### config.mk
export PLATFORM = sky130hd
export DESIGN_NAME = mbfp_ctrl_flat
export DESIGN_NICKNAME = d
export VERILOG_FILES = /design/src/mbfp_pkg.sv /design/src/mbfp_req_if.sv /design/src/mbfp_rsp_if.sv /design/src/mbfp_ctrl.sv /design/src/flat_wrapper.sv
export VERILOG_INCLUDE_DIRS = /design/src /design/src/src
export SDC_FILE = /design/constraint.sdc
export NUM_CORES = 1
export LEC_CHECK = 0
export BUFFER_PORTS_ARGS = -buffer_cell sky130_fd_sc_hd__buf_4
export CAP_MARGIN = 20
export CELL_PAD_IN_SITES_DETAIL_PLACEMENT = 1
export CELL_PAD_IN_SITES_GLOBAL_PLACEMENT = 2
export CORE_AREA = 8 8 348 181
export CTS_CLUSTER_DIAMETER = 50
export DETAILED_ROUTE_END_ITERATION = 6
export DIE_AREA = 0 0 356 189
export GPL_TIMING_DRIVEN = 0
export PLACE_DENSITY = 0.75
export SETUP_SLACK_MARGIN = 0.05
export SLEW_MARGIN = 20
export SYNTH_ARGS = -nofsm -noshare
export SYNTH_HDL_FRONTEND = slang
export SYNTH_SLANG_ARGS = --single-unit
### constraint.sdc
create_clock -name clock -period 6.2 [get_ports clock]
set_input_delay 0 -clock clock [delete_from_list [all_inputs] [get_ports clock]]
set_output_delay 0 -clock clock [all_outputs]
set_load 0.02 [all_outputs]
### src/msb_first_bit_field_packer_core_defines.svh
// Assertion macros for the bit field packer RTL
`ifndef MSB_FIRST_BIT_FIELD_PACKER_CORE_DEFINES_SVH
`define MSB_FIRST_BIT_FIELD_PACKER_CORE_DEFINES_SVH
`ifndef NO_ASSERTIONS
// condition and property checked on the same edge
`define MBFP_ASSERT_SAME(label, cond, prop, msg) \
   label: assert property (@(posedge clock) disable iff (reset) (cond) |-> (prop)) \
      else $error(msg);
// property checked on the edge after the condition
`define MBFP_ASSERT_NEXT(label, cond, prop, msg) \
   label: assert property (@(posedge clock) disable iff (reset) (cond) |=> (prop)) \
      else $error(msg);
`else
`define MBFP_ASSERT_SAME(label, cond, prop, msg)
`define MBFP_ASSERT_NEXT(label, cond, prop, msg)
`endif
`endif

### src/mbfp_pkg.sv
// Shared widths, operation codes and state encoding for the bit field packer
package mbfp_pkg;

   // field widths of one transaction
   localparam int OP_W     = 2;
   localparam int NBITS_W  = 7;
   localparam int VALUE_W  = 64;
   localparam int ADDR_W   = 10;
   localparam int LEN_W    = 11;
   localparam int DATA_W   = 8;
   localparam int BITPOS_W = 3;

   // widest field accepted, and the byte-aligned window that holds it
   localparam int FIELD_MAX = 64;
   localparam int WIN_W     = VALUE_W + DATA_W;

   localparam logic [LEN_W-1:0] LEN_RESET = 11'd1024;

   typedef enum logic [OP_W-1:0] {
      OP_WRITE = 2'd0,
      OP_READ  = 2'd1,
      OP_CLEAR = 2'd2
   } op_type;

   typedef enum logic [2:0] {
      ST_IDLE,
      ST_PREP,
      ST_MERGE,
      ST_WRITE,
      ST_RDATA,
      ST_RESP
   } state_type;

endpackage

### src/mbfp_req_if.sv
// Request channel: operation and its operands
interface mbfp_req_if import mbfp_pkg::*; ();
   logic                 valid;
   logic                 ready;
   logic [OP_W-1:0]      op;
   logic [NBITS_W-1:0]   field_width;
   logic [VALUE_W-1:0]   field_value;
   logic [ADDR_W-1:0]    read_address;

   modport source (output valid, op, field_width, field_value, read_address, input ready);
   modport sink   (input valid, op, field_width, field_value, read_address, output ready);
endinterface

### src/mbfp_rsp_if.sv
// Response channel: status, read-back byte and write position
interface mbfp_rsp_if import mbfp_pkg::*; ();
   logic                 valid;
   logic                 ready;
   logic                 status;
   logic [DATA_W-1:0]    read_data;
   logic [LEN_W-1:0]     byte_position;
   logic [BITPOS_W-1:0]  bit_position;

   modport source (output valid, status, read_data, byte_position, bit_position, input ready);
   modport sink   (input valid, status, read_data, byte_position, bit_position, output ready);
endinterface

### src/mbfp_ctrl.sv
// Sequencer and datapath: bounds check, byte read-modify-write, response register
`include "msb_first_bit_field_packer_core_defines.svh"

module mbfp_ctrl import mbfp_pkg::*; #(
   parameter int BUF_BYTES = 1024,
   localparam int AW = (BUF_BYTES > 1) ? $clog2(BUF_BYTES) : 1
) (
   input  logic              clock,
   input  logic              reset,
   mbfp_req_if.sink          req,
   mbfp_rsp_if.source        rsp,
   input  logic [LEN_W-1:0]  buffer_length,
   output logic              mem_rd_en,
   output logic [AW-1:0]     mem_rd_addr,
   input  logic [DATA_W-1:0] mem_rd_data,
   output logic              mem_wr_en,
   output logic [AW-1:0]     mem_wr_addr,
   output logic [DATA_W-1:0] mem_wr_data
);

   // byte position 0..BUF_BYTES, bit position over the whole buffer, compare width
   localparam int BW   = $clog2(BUF_BYTES + 1);
   localparam int PW   = BW + BITPOS_W;
   localparam int CW   = ((PW > NBITS_W) ? PW : NBITS_W) + 1;
   localparam int SHW  = $clog2(WIN_W + 1);
   localparam int CNTW = $clog2(WIN_W / DATA_W + 1);
   localparam int SPW  = NBITS_W + 1;

   state_type              state_ff, state_in;

   // accepted transaction
   logic [OP_W-1:0]        op_ff;
   logic [NBITS_W-1:0]     nbits_ff;
   logic [VALUE_W-1:0]     value_ff;
   logic [ADDR_W-1:0]      addr_ff;

   // write position
   logic [BW-1:0]          byte_pos_ff, byte_pos_in;
   logic [BITPOS_W-1:0]    bit_pos_ff, bit_pos_in;

   // write sweep
   logic [WIN_W-1:0]       win_ff;
   logic [AW-1:0]          wr_addr_ff;
   logic [CNTW-1:0]        left_ff;
   logic                   first_old_ff;

   // result of the transaction in flight
   logic                   status_ff;
   logic [DATA_W-1:0]      data_ff;

   // response register
   logic                   rsp_valid_ff;
   logic                   rsp_status_ff;
   logic [DATA_W-1:0]      rsp_data_ff;
   logic [LEN_W-1:0]       rsp_byte_ff;
   logic [BITPOS_W-1:0]    rsp_bit_ff;

   logic [BW-1:0]          eff_len;
   logic [PW-1:0]          start_bits;
   logic [CW-1:0]          end_bits;
   logic [CW-1:0]          limit_bits;
   logic                   wr_ok;
   logic [SPW-1:0]         span;
   logic [CNTW-1:0]        nbytes;
   logic [VALUE_W-1:0]     field_mask;
   logic [SHW-1:0]         win_shift;
   logic [WIN_W-1:0]       win_next;
   logic                   rd_ok;
   logic                   rd_filled;
   logic                   rsp_free;
   logic                   rsp_load;
   logic                   req_ready;

   // length in use, capped at the memory size
   always_comb begin
      eff_len = (32'(buffer_length) < 32'(BUF_BYTES)) ? BW'(buffer_length) : BW'(BUF_BYTES);
   end

   // write bounds check and new position
   always_comb begin
      start_bits = {byte_pos_ff, bit_pos_ff};
      end_bits   = CW'(start_bits) + CW'(nbits_ff);
      limit_bits = CW'({eff_len, {BITPOS_W{1'b0}}});
      wr_ok      = (nbits_ff <= NBITS_W'(FIELD_MAX)) && (end_bits <= limit_bits);
   end

   // bytes touched and the field placed MSB first in a byte-aligned window
   always_comb begin
      span       = SPW'(bit_pos_ff) + SPW'(nbits_ff) + SPW'(DATA_W - 1);
      nbytes     = CNTW'(span >> BITPOS_W);
      field_mask = (nbits_ff >= NBITS_W'(FIELD_MAX)) ? '1
                 : ((VALUE_W'(1) << nbits_ff) - VALUE_W'(1));
      win_shift  = SHW'(WIN_W) - SHW'(bit_pos_ff) - SHW'(nbits_ff);
      win_next   = WIN_W'(value_ff & field_mask) << win_shift;
   end

   // read-back: in range, and written since the last clear (fill count is the position)
   always_comb begin
      rd_ok     = 32'(addr_ff) < 32'(eff_len);
      rd_filled = (32'(addr_ff) < 32'(byte_pos_ff))
               || ((32'(addr_ff) == 32'(byte_pos_ff)) && (bit_pos_ff != '0));
   end

   assign rsp_free = !rsp_valid_ff || rsp.ready;

   // next state
   always_comb begin
      state_in = state_ff;
      unique case (state_ff)
         ST_IDLE: begin
            if (req.valid) state_in = ST_PREP;
         end
         ST_PREP: begin
            case (op_ff)
               OP_WRITE: state_in = (wr_ok && (nbits_ff != '0)) ? ST_MERGE : ST_RESP;
               OP_READ:  state_in = ST_RDATA;
               default:  state_in = ST_RESP;
            endcase
         end
         ST_MERGE, ST_WRITE: begin
            state_in = (left_ff == CNTW'(1)) ? ST_RESP : ST_WRITE;
         end
         ST_RDATA: begin
            state_in = ST_RESP;
         end
         ST_RESP: begin
            if (rsp_free) state_in = ST_IDLE;
         end
         default: begin
            state_in = ST_IDLE;
         end
      endcase
   end

   // state outputs
   always_comb begin
      req_ready   = 1'b0;
      mem_rd_en   = 1'b0;
      mem_wr_en   = 1'b0;
      rsp_load    = 1'b0;
      mem_rd_addr = (op_ff == OP_READ) ? AW'(addr_ff) : AW'(byte_pos_ff);
      mem_wr_addr = wr_addr_ff;
      mem_wr_data = win_ff[WIN_W-1 -: DATA_W];
      unique case (state_ff)
         ST_IDLE: begin
            req_ready = 1'b1;
         end
         ST_PREP: begin
            mem_rd_en = 1'b1;
         end
         ST_MERGE: begin
            // only the first byte can already hold bits
            mem_wr_en = 1'b1;
            if (first_old_ff) begin
               mem_wr_data = win_ff[WIN_W-1 -: DATA_W] | mem_rd_data;
            end
         end
         ST_WRITE: begin
            mem_wr_en = 1'b1;
         end
         ST_RDATA: begin
         end
         ST_RESP: begin
            rsp_load = rsp_free;
         end
         default: begin
         end
      endcase
   end

   // position update, taken when the transaction is decoded
   always_comb begin
      byte_pos_in = byte_pos_ff;
      bit_pos_in  = bit_pos_ff;
      if (state_ff == ST_PREP) begin
         if ((op_ff == OP_WRITE) && wr_ok) begin
            {byte_pos_in, bit_pos_in} = end_bits[PW-1:0];
         end else if (op_ff == OP_CLEAR) begin
            byte_pos_in = '0;
            bit_pos_in  = '0;
         end
      end
   end

   // control registers
   always_ff @(posedge clock) begin
      if (reset) begin
         state_ff     <= ST_IDLE;
         byte_pos_ff  <= '0;
         bit_pos_ff   <= '0;
         rsp_valid_ff <= 1'b0;
      end else begin
         state_ff    <= state_in;
         byte_pos_ff <= byte_pos_in;
         bit_pos_ff  <= bit_pos_in;
         if (rsp_load) begin
            rsp_valid_ff <= 1'b1;
         end else if (rsp.ready) begin
            rsp_valid_ff <= 1'b0;
         end
      end
   end

   // payload registers
   always_ff @(posedge clock) begin
      if (req.valid && req_ready) begin
         op_ff    <= req.op;
         nbits_ff <= req.field_width;
         value_ff <= req.field_value;
         addr_ff  <= req.read_address;
      end

      case (state_ff)
         ST_PREP: begin
            win_ff       <= win_next;
            wr_addr_ff   <= AW'(byte_pos_ff);
            left_ff      <= nbytes;
            first_old_ff <= (bit_pos_ff != '0);
            data_ff      <= '0;
            case (op_ff)
               OP_WRITE: status_ff <= !wr_ok;
               OP_READ:  status_ff <= !rd_ok;
               OP_CLEAR: status_ff <= 1'b0;
               default:  status_ff <= 1'b1;
            endcase
         end
         ST_MERGE, ST_WRITE: begin
            win_ff     <= win_ff << DATA_W;
            wr_addr_ff <= wr_addr_ff + AW'(1);
            left_ff    <= left_ff - CNTW'(1);
         end
         ST_RDATA: begin
            data_ff <= (rd_ok && rd_filled) ? mem_rd_data : '0;
         end
         default: begin
         end
      endcase

      if (rsp_load) begin
         rsp_status_ff <= status_ff;
         rsp_data_ff   <= data_ff;
         rsp_byte_ff   <= LEN_W'(byte_pos_ff);
         rsp_bit_ff    <= bit_pos_ff;
      end
   end

   assign req.ready         = req_ready;
   assign rsp.valid         = rsp_valid_ff;
   assign rsp.status        = rsp_status_ff;
   assign rsp.read_data     = rsp_data_ff;
   assign rsp.byte_position = rsp_byte_ff;
   assign rsp.bit_position  = rsp_bit_ff;

   // checks
   `MBFP_ASSERT_SAME(a_wr_only_in_sweep, mem_wr_en,
                     (state_ff == ST_MERGE) || (state_ff == ST_WRITE),
                     "memory written outside a write sweep")
   `MBFP_ASSERT_SAME(a_pos_in_buffer, state_ff == ST_IDLE,
                     32'(byte_pos_ff) <= 32'(BUF_BYTES), "write position beyond buffer")
   `MBFP_ASSERT_NEXT(a_accept_decodes, req.valid && req_ready, state_ff == ST_PREP,
                     "accepted transaction not decoded")
   `MBFP_ASSERT_SAME(a_reject_no_data, rsp_valid_ff && rsp_status_ff, rsp_data_ff == '0,
                     "rejected transaction returned data")
   `MBFP_ASSERT_SAME(a_sweep_count, (state_ff == ST_MERGE) || (state_ff == ST_WRITE),
                     left_ff != '0, "byte sweep ran past its count")

endmodule

### src/flat_wrapper.sv
// flat-port wrapper written by rule: the top's interface ports become plain ports
module mbfp_ctrl_flat import mbfp_pkg::*;
#(
   parameter int BUF_BYTES = 1024,
   localparam int AW = (BUF_BYTES > 1) ? $clog2(BUF_BYTES) : 1
)
  (clock, reset, buffer_length, mem_rd_en, mem_rd_addr, mem_rd_data, mem_wr_en, mem_wr_addr, mem_wr_data, req_valid, req_op, req_field_width, req_field_value, req_read_address, req_ready, rsp_valid, rsp_status, rsp_read_data, rsp_byte_position, rsp_bit_position, rsp_ready);
  mbfp_req_if req_i ();
  mbfp_rsp_if rsp_i ();
  input  logic clock;
  input  logic reset;
  input  logic [LEN_W-1:0] buffer_length;
  output logic mem_rd_en;
  output logic [AW-1:0] mem_rd_addr;
  input  logic [DATA_W-1:0] mem_rd_data;
  output logic mem_wr_en;
  output logic [AW-1:0] mem_wr_addr;
  output logic [DATA_W-1:0] mem_wr_data;
  input wire logic [$bits(req_i.valid)-1:0] req_valid;
  input wire logic [$bits(req_i.op)-1:0] req_op;
  input wire logic [$bits(req_i.field_width)-1:0] req_field_width;
  input wire logic [$bits(req_i.field_value)-1:0] req_field_value;
  input wire logic [$bits(req_i.read_address)-1:0] req_read_address;
  output wire logic [$bits(req_i.ready)-1:0] req_ready;
  output wire logic [$bits(rsp_i.valid)-1:0] rsp_valid;
  output wire logic [$bits(rsp_i.status)-1:0] rsp_status;
  output wire logic [$bits(rsp_i.read_data)-1:0] rsp_read_data;
  output wire logic [$bits(rsp_i.byte_position)-1:0] rsp_byte_position;
  output wire logic [$bits(rsp_i.bit_position)-1:0] rsp_bit_position;
  input wire logic [$bits(rsp_i.ready)-1:0] rsp_ready;
  assign req_i.valid = req_valid;
  assign req_i.op = req_op;
  assign req_i.field_width = req_field_width;
  assign req_i.field_value = req_field_value;
  assign req_i.read_address = req_read_address;
  assign req_ready = req_i.ready;
  assign rsp_valid = rsp_i.valid;
  assign rsp_status = rsp_i.status;
  assign rsp_read_data = rsp_i.read_data;
  assign rsp_byte_position = rsp_i.byte_position;
  assign rsp_bit_position = rsp_i.bit_position;
  assign rsp_i.ready = rsp_ready;
  mbfp_ctrl #(.BUF_BYTES(BUF_BYTES)) u_core (.clock(clock), .reset(reset), .req(req_i), .rsp(rsp_i), .buffer_length(buffer_length), .mem_rd_en(mem_rd_en), .mem_rd_addr(mem_rd_addr), .mem_rd_data(mem_rd_data), .mem_wr_en(mem_wr_en), .mem_wr_addr(mem_wr_addr), .mem_wr_data(mem_wr_data));
endmodule
==> results of run 1 <==
[metal layers]
metal	track usage [%]	routed length, um
met4	3.19	1220
met1	49.8	53900
met5	0	42
met2	38.2	38600
met3	16.8	18100
[area by class of cell]
class	count	area (um2)
plain buffers	153	668
clock inverters	15	128
flip-flops and latches	220	6430
multi-input cells	1495	10200
repair buffers	281	2410
well taps	780	976
fillers	6716	36400
diodes	1	2.50
inverters	59	221
clock buffers	33	718
[timing repair]
| item | CTS | global route |
|---|---|---|
| resized for setup | 49 | 40 |
| hold buffers | 96 | 0 |
| endpoints found under the setup margin | 85 | 72 |
| pin swaps | 2 | 0 |
| endpoints found under the hold margin | 102 | 0 |
| buffers inserted | 3 | 7 |
[registers in the layout (all words and copies together) (netlist names)]
name and cells:
u_core.op_ff 2, u_core.rsp.valid 1, u_core.left_ff 4, u_core.bit_pos_ff 3, u_core.rsp.read_data 8, u_core.first_old_ff 1
u_core.state_ff 3, u_core.rsp.status 1, u_core.mem_wr_addr 10, u_core.addr_ff 10, u_core.data_ff 8, u_core.byte_pos_ff 11
u_core.rsp.byte_position 11, u_core.win_ff 72, u_core.status_ff 1, u_core.rsp.bit_position 3, u_core.value_ff 64, u_core.nbits_ff 7
[synthesized netlist by cell type, types with 32 or more instances]
cell type and instances:
o21ai_0 139, nor2_1 135, a31oi_1 37, edfxtp_1 202
clkbuf_1 121, a211oi_1 32, mux2i_1 43, inv_1 54
nor3_1 45, ha_1 55, o211ai_1 43, a21oi_1 101
nand2_1 212, nand3_1 73
[cells by family after synthesis]
kind of cell               count (synthesis)  synth area share, %
muxes                                     72                 5.32
xor gates and xnor gates                  37                 1.89
AOI/OAI and AO/OA                        671                 27.2
buffers and inverters                    214                 4.89
adders and majority gates                 57                 4.24
and+or+nand+nor                          658                 19.0
DFF                                      220                 37.4
[worst max-delay path: cells and delay by family (launching register included)]
kind | cells | cell delay [ns]
flops | 1 | 0.78
buf+inv | 7 | 4.07
simple gates | 1 | 0.53
compound gates | 1 | 0.32
xor+xnor | 1 | 0.35
[final timing paths]
path	start	to	slack (ns)	cells after the start
worst min register to register	u_core.data_ff[1]	u_core.rsp.read_data[1]	0.42	0
worst min-delay path	req_field_value[46]	u_core.value_ff[46]	0.11	2
worst max-delay path	u_core.nbits_ff[4]	u_core.win_ff[13]	-0.07	10
worst max register to register	u_core.nbits_ff[4]	u_core.win_ff[13]	-0.07	10
[through the flow]
| step | instance area [um2] | instances | total power, mW | TNS, ns | setup WS (ns) |
|---|---|---|---|---|---|
| after floorplan | 17200 | 1929 | 3.95 | 0 | 1.42 |
| after global placement | 19300 | 2868 | 5.65 | -185.46 | -3.41 |
| after detailed placement | 19600 | 2883 | 5.65 | -88.70 | -1.80 |
| after CTS | 21600 | 3028 | 7.34 | 0 | 0.0544 |
| after global routing | 21800 | 3036 | 7.75 | 0 | 0.0594 |
| final | 21800 | 3037 | 7.60 | -0.350 | -0.0659 |
[power by group]
| part | leakage (nW) | switching, mW | internal, mW | total, mW |
|---|---|---|---|---|
| registers | 2.09 | 0.120 | 1.91 | 2.03 |
| logic | 5.49 | 2.88 | 1.12 | 4.00 |
| clock network | 0.417 | 0.737 | 0.839 | 1.58 |
| total | 7.99 | 3.73 | 3.87 | 7.60 |
==> flow_summary.toml, run 1 <==
[routing]
num_vias = 19745
wirelength_um = 112000
vias_per_cell = 6.50
drcViolationCount = 0
dr.pass1.iters = 5
ant_nets = 0
drt_iter0_drc = 2738
post_drt_wl_per_cell_um = 36.8

[run_status]
status = "finished, violations left"
violations = "negative setup slack"

[sta]
holdWs_ns = 0.114
rsz0062_at_grt = "false"
setup_viol = 11
setup_ws_ns = -0.0659
drv_slew = 0
hold_viol_final = 0
period_share_pct = 101
worstMarginPinSlew_ns = 1.24
final.min_clock_period_ns = 6.27
relSlewSlack_pct = 16.7
skew_ns = 0.0167
fmaxAchievable_ghz = 0.160

[critical_path]
cp_max_fo = 11
crit_path_cell_trace = "buf_2 > buf_2 > buf_1 > clkbuf_1 > xnor2_2 > clkbuf_1 > clkbuf_1 > clkbuf_1 > nand2_1 > o21ai_0"
crit_path_start_kind = "register"
arrival_ns = 6.69
slowest_delay_ns = 0.78
cpMostUsedCell = "clkbuf_1"
endpoint_kind = "register"
crit_type = "register to register"
cp_data_required_time_ns = 6.63
cpMaxStageDelayCell = "edfxtp_1"

[floorplanning]
start_util_pct = 29.5
rows = 63
coreArea_um2 = 58200
die_x_um = 356
die_height_um = 189
die-area_um2 = 67300
io_pins = 161

[run]
max_cap_viol_count = 0

[logic_synthesis]
synthCells = 1929
synth_top_area_share_pct = 35.3
ys_warn_count = 0
synth_top_area_cell = "edfxtp_1"
synth_area_leaders = "edfxtp_1 (35%), nand2_1 (4.6%), o21ai_0 (4.0%)"
syn_nets = 2092
ys_ff_latch = 220
ys_types = 89
syn-cell-area_um2 = 17200
ys_async_sr_fraction_pct = 0
syn_avg_cell_area_um2 = 8.90
seq_area_frac_synth_pct = 37.4
synth-edff-count = 202
synth_ff_type = "edfxtp_1"

[placed_design]
numPortBuffers = 159
dp_hpwl_um = 91700
routabilityCongestion = 1.05

[pwr]
vdd_ir_drop_max_mv = 0.196
power_leakage_nw = 7.99
pwr_density_cell_nw_per_um2 = 349

[layout]
fin_util_pct = 37.5
nets = 2400
most-common-layout-cells = "nand2_1 (212), edfxtp_1 (202), buf_4 (177)"
synthToLayoutAreaGrowth_pct = 26.9
final_common_cell = "nand2_1"
drive_gt1_share_pct = 17.4

[cts]
cts_inserted_buffers = 27
cts_sinks = 220
clk_path_buf_depth = 3
clk_latency_ns = 0.60
cts_tree = "yes"
cts_root_buf = "clkbuf_16"
clk_pin_slew_ns = 0.07
htree_levels = 1

[global_routing]
grt_max_degree = 59
grt-ovfl-total = 0
grt_pass1_wl_um = 155000
antenna_found_initial = 7
grtUsageTotal_pct = 32.0
grt_pass1_vias = 18952

[min_path]
hp-class = "primary input to register"
Power figures use the tool's default switching activity.
==> run 2, diff against run 1 <==
--- a/config.mk
+++ b/config.mk
@@ -15,7 +15,7 @@
 export DETAILED_ROUTE_END_ITERATION = 6
 export DIE_AREA = 0 0 356 189
 export GPL_TIMING_DRIVEN = 0
-export PLACE_DENSITY = 0.75
+export PLACE_DENSITY = 0.63
 export SETUP_SLACK_MARGIN = 0.05
 export SLEW_MARGIN = 20
 export SYNTH_ARGS = -nofsm -noshare
==> run 2 against run 1 <==
Net effect: largest cell class unchanged; via count shrank 1.1%; the run still ends with negative setup slack left; clock skew shrank 0.0022 ns; highest routed layer unchanged; critical path depth grew 2.
==> flow_summary.toml, run 2 (synthesized netlist as in run 1, its figures left out) <==
[layout]
largest_register_ffs = 72
drive_gt1_share_pct = 18.0
fin_cells = 3025
n_antenna_cell = 0
nets = 2388
fillers = 6729
most-common-layout-cells = "nand2_1 (212), edfxtp_1 (202), buf_4 (169)"
multi_input_area_um2 = 10300
top_register = "u_core.win_ff"
ff_latch_area_um2 = 6430
reg.largest.list = "u_core.win_ff (72), u_core.value_ff (64)"
synthToLayoutAreaGrowth_pct = 26.8
final_common_cell = "nand2_1"

[run]
max_cap_viol_count = 0

[routing]
num_vias = 19531
vias_per_cell = 6.46
ant_nets = 0
post_drt_wl_per_cell_um = 36.2
dr.pass1.iters = 7
drt_iter0_drc = 2773
wirelength_um = 110000
drcViolationCount = 0

[sta]
final.min_clock_period_ns = 6.21
worstMarginPinSlew_ns = 1.17
setup_viol = 1
relSlewSlack_pct = 21.8
setup_ws_ns = -0.00509
fin_tns_setup_ns = -0.00509
hold_viol_final = 0
period_share_pct = 100
fmaxAchievable_ghz = 0.161
drv_slew = 0
rsz0062_at_grt = "false"
skew_ns = 0.0145

[global_routing]
grt_pass1_wl_um = 152000
grt_pass1_vias = 19047
antenna_found_initial = 3
grt_max_degree = 58
grt-ovfl-total = 0
grtUsageTotal_pct = 31.2

[critical_path]
crit_path_start_kind = "register"
cpMaxStageDelayCell = "xor2_2"
rrSetupSlack_ns = -0.005
cp_max_fo = 10
crit_type = "register to register"
crit_path_cell_trace = "clkbuf_1 > clkbuf_2 > inv_1 > ha_1 > clkbuf_1 > a21oi_1 > o21ai_0 > xor2_2 > nor2_4 > nand2_1 > clkdlybuf4s15_1 > o21ai_0"
endpoint_kind = "register"
arrival_ns = 6.52
slowest_delay_ns = 0.88
cp_data_required_time_ns = 6.51

[cts]
cts_tree = "yes"
clk_path_buf_depth = 3
clk_latency_ns = 0.62
clk_pin_slew_ns = 0.06
cts_root_buf = "clkbuf_16"
htree_levels = 1
cts_sinks = 220
cts_inserted_buffers = 27

[placed_design]
numPortBuffers = 159
dp_hpwl_um = 89200
dp_cells = 2876
routabilityCongestion = 1.03

[pwr]
pwr_density_cell_nw_per_um2 = 353
power_mw = 7.69
vdd_ir_drop_max_mv = 0.190
power_leakage_nw = 7.97

[floorplanning]
rows = 63
coreArea_um2 = 58200
die_x_um = 356
start_util_pct = 29.5
io_pins = 161
die-area_um2 = 67300
die_height_um = 189

[run_status]
status = "finished, violations left"
violations = "negative setup slack"

[min_path]
hp-class = "primary input to register"
==> run 2: cell types whose count changed in the layout (fill, tap and decap cells not counted), sizes merged <==
| cell | before | now |
|---|---|---|
| inv | 62 | 63 |
| clkinv | 12 | 10 |
| diode | 1 | 0 |
| clkinvlp | 0 | 2 |
| buf | 218 | 207 |
| dlygate4sd3 | 96 | 95 |
==> run 2: path summary, 6_finish.rpt <==
path	to	start	cells past startpoint
max	u_core.win_ff[47]	u_core.nbits_ff[3]	12
min	u_core.value_ff[10]	req_field_value[10]	2
max reg2reg	u_core.win_ff[47]	u_core.nbits_ff[3]	12
min reg2reg	u_core.rsp.read_data[5]	u_core.data_ff[5]	0
==> run 2: critical path, delay by kind of cell (launching register included) <==
family	cells	cell delay, ns
fa+ha+maj	1	0.35
flops	1	0.46
xor+xnor	1	0.88
buf+inv	5	2.30
simple gates	2	0.70
compound gates	3	1.18
==> run 2: per-stage QoR <==
stage	area [um2]	hold slack [ns]	util (%)	setup WS [ns]
after floorplan	17200	0.0989	-	1.42
after global placement	19300	0.178	33.3	-1.90
after detailed placement	19600	0.179	33.6	-1.31
after CTS	21500	0.0699	37.0	0.0174
after global routing	21800	0.0843	37.5	0.0540
final	21800	0.102	37.5	-0.00509
==> run 2: where the power goes <==
part | switching [mW] | total (mW) | internal [mW]
Combinational | 2.91 | 4.05 | 1.14
Sequential | 0.120 | 2.03 | 1.91
Clock | 0.758 | 1.61 | 0.855
Total | 3.79 | 7.69 | 3.90
==> run 2: layer usage <==
metal  vias up  GRT usage [%]  wire [um]
met5         -              0         64
met4         2           3.39       1210
met3        97           14.3      16500
met2      1331           39.3      39200
met1     10028           48.3      52500
li1       8073              -          -
==> run 2: repair_timing <==
item                                    in CTS  in global routing
pin swaps                                    0                  4
endpoints found under the hold margin      125                  0
hold buffers                                95                  0
gates cloned                                 0                  0
endpoints found under the setup margin      81                 75
resized for setup                           50                 63
setup buffers                                2                  5
==> run 2: cell type report <==
| cell class | count | area share, % |
|---|---|---|
| multi-input combinational | 1495 | 47.3 |
| sequential | 220 | 29.5 |
| timing repair buffer | 269 | 10.6 |
| tap | 780 | 4.48 |
| clock buffer | 33 | 3.34 |
| buffer | 153 | 3.06 |
| inverter | 59 | 1.02 |
| clock inverter | 16 | 0.626 |
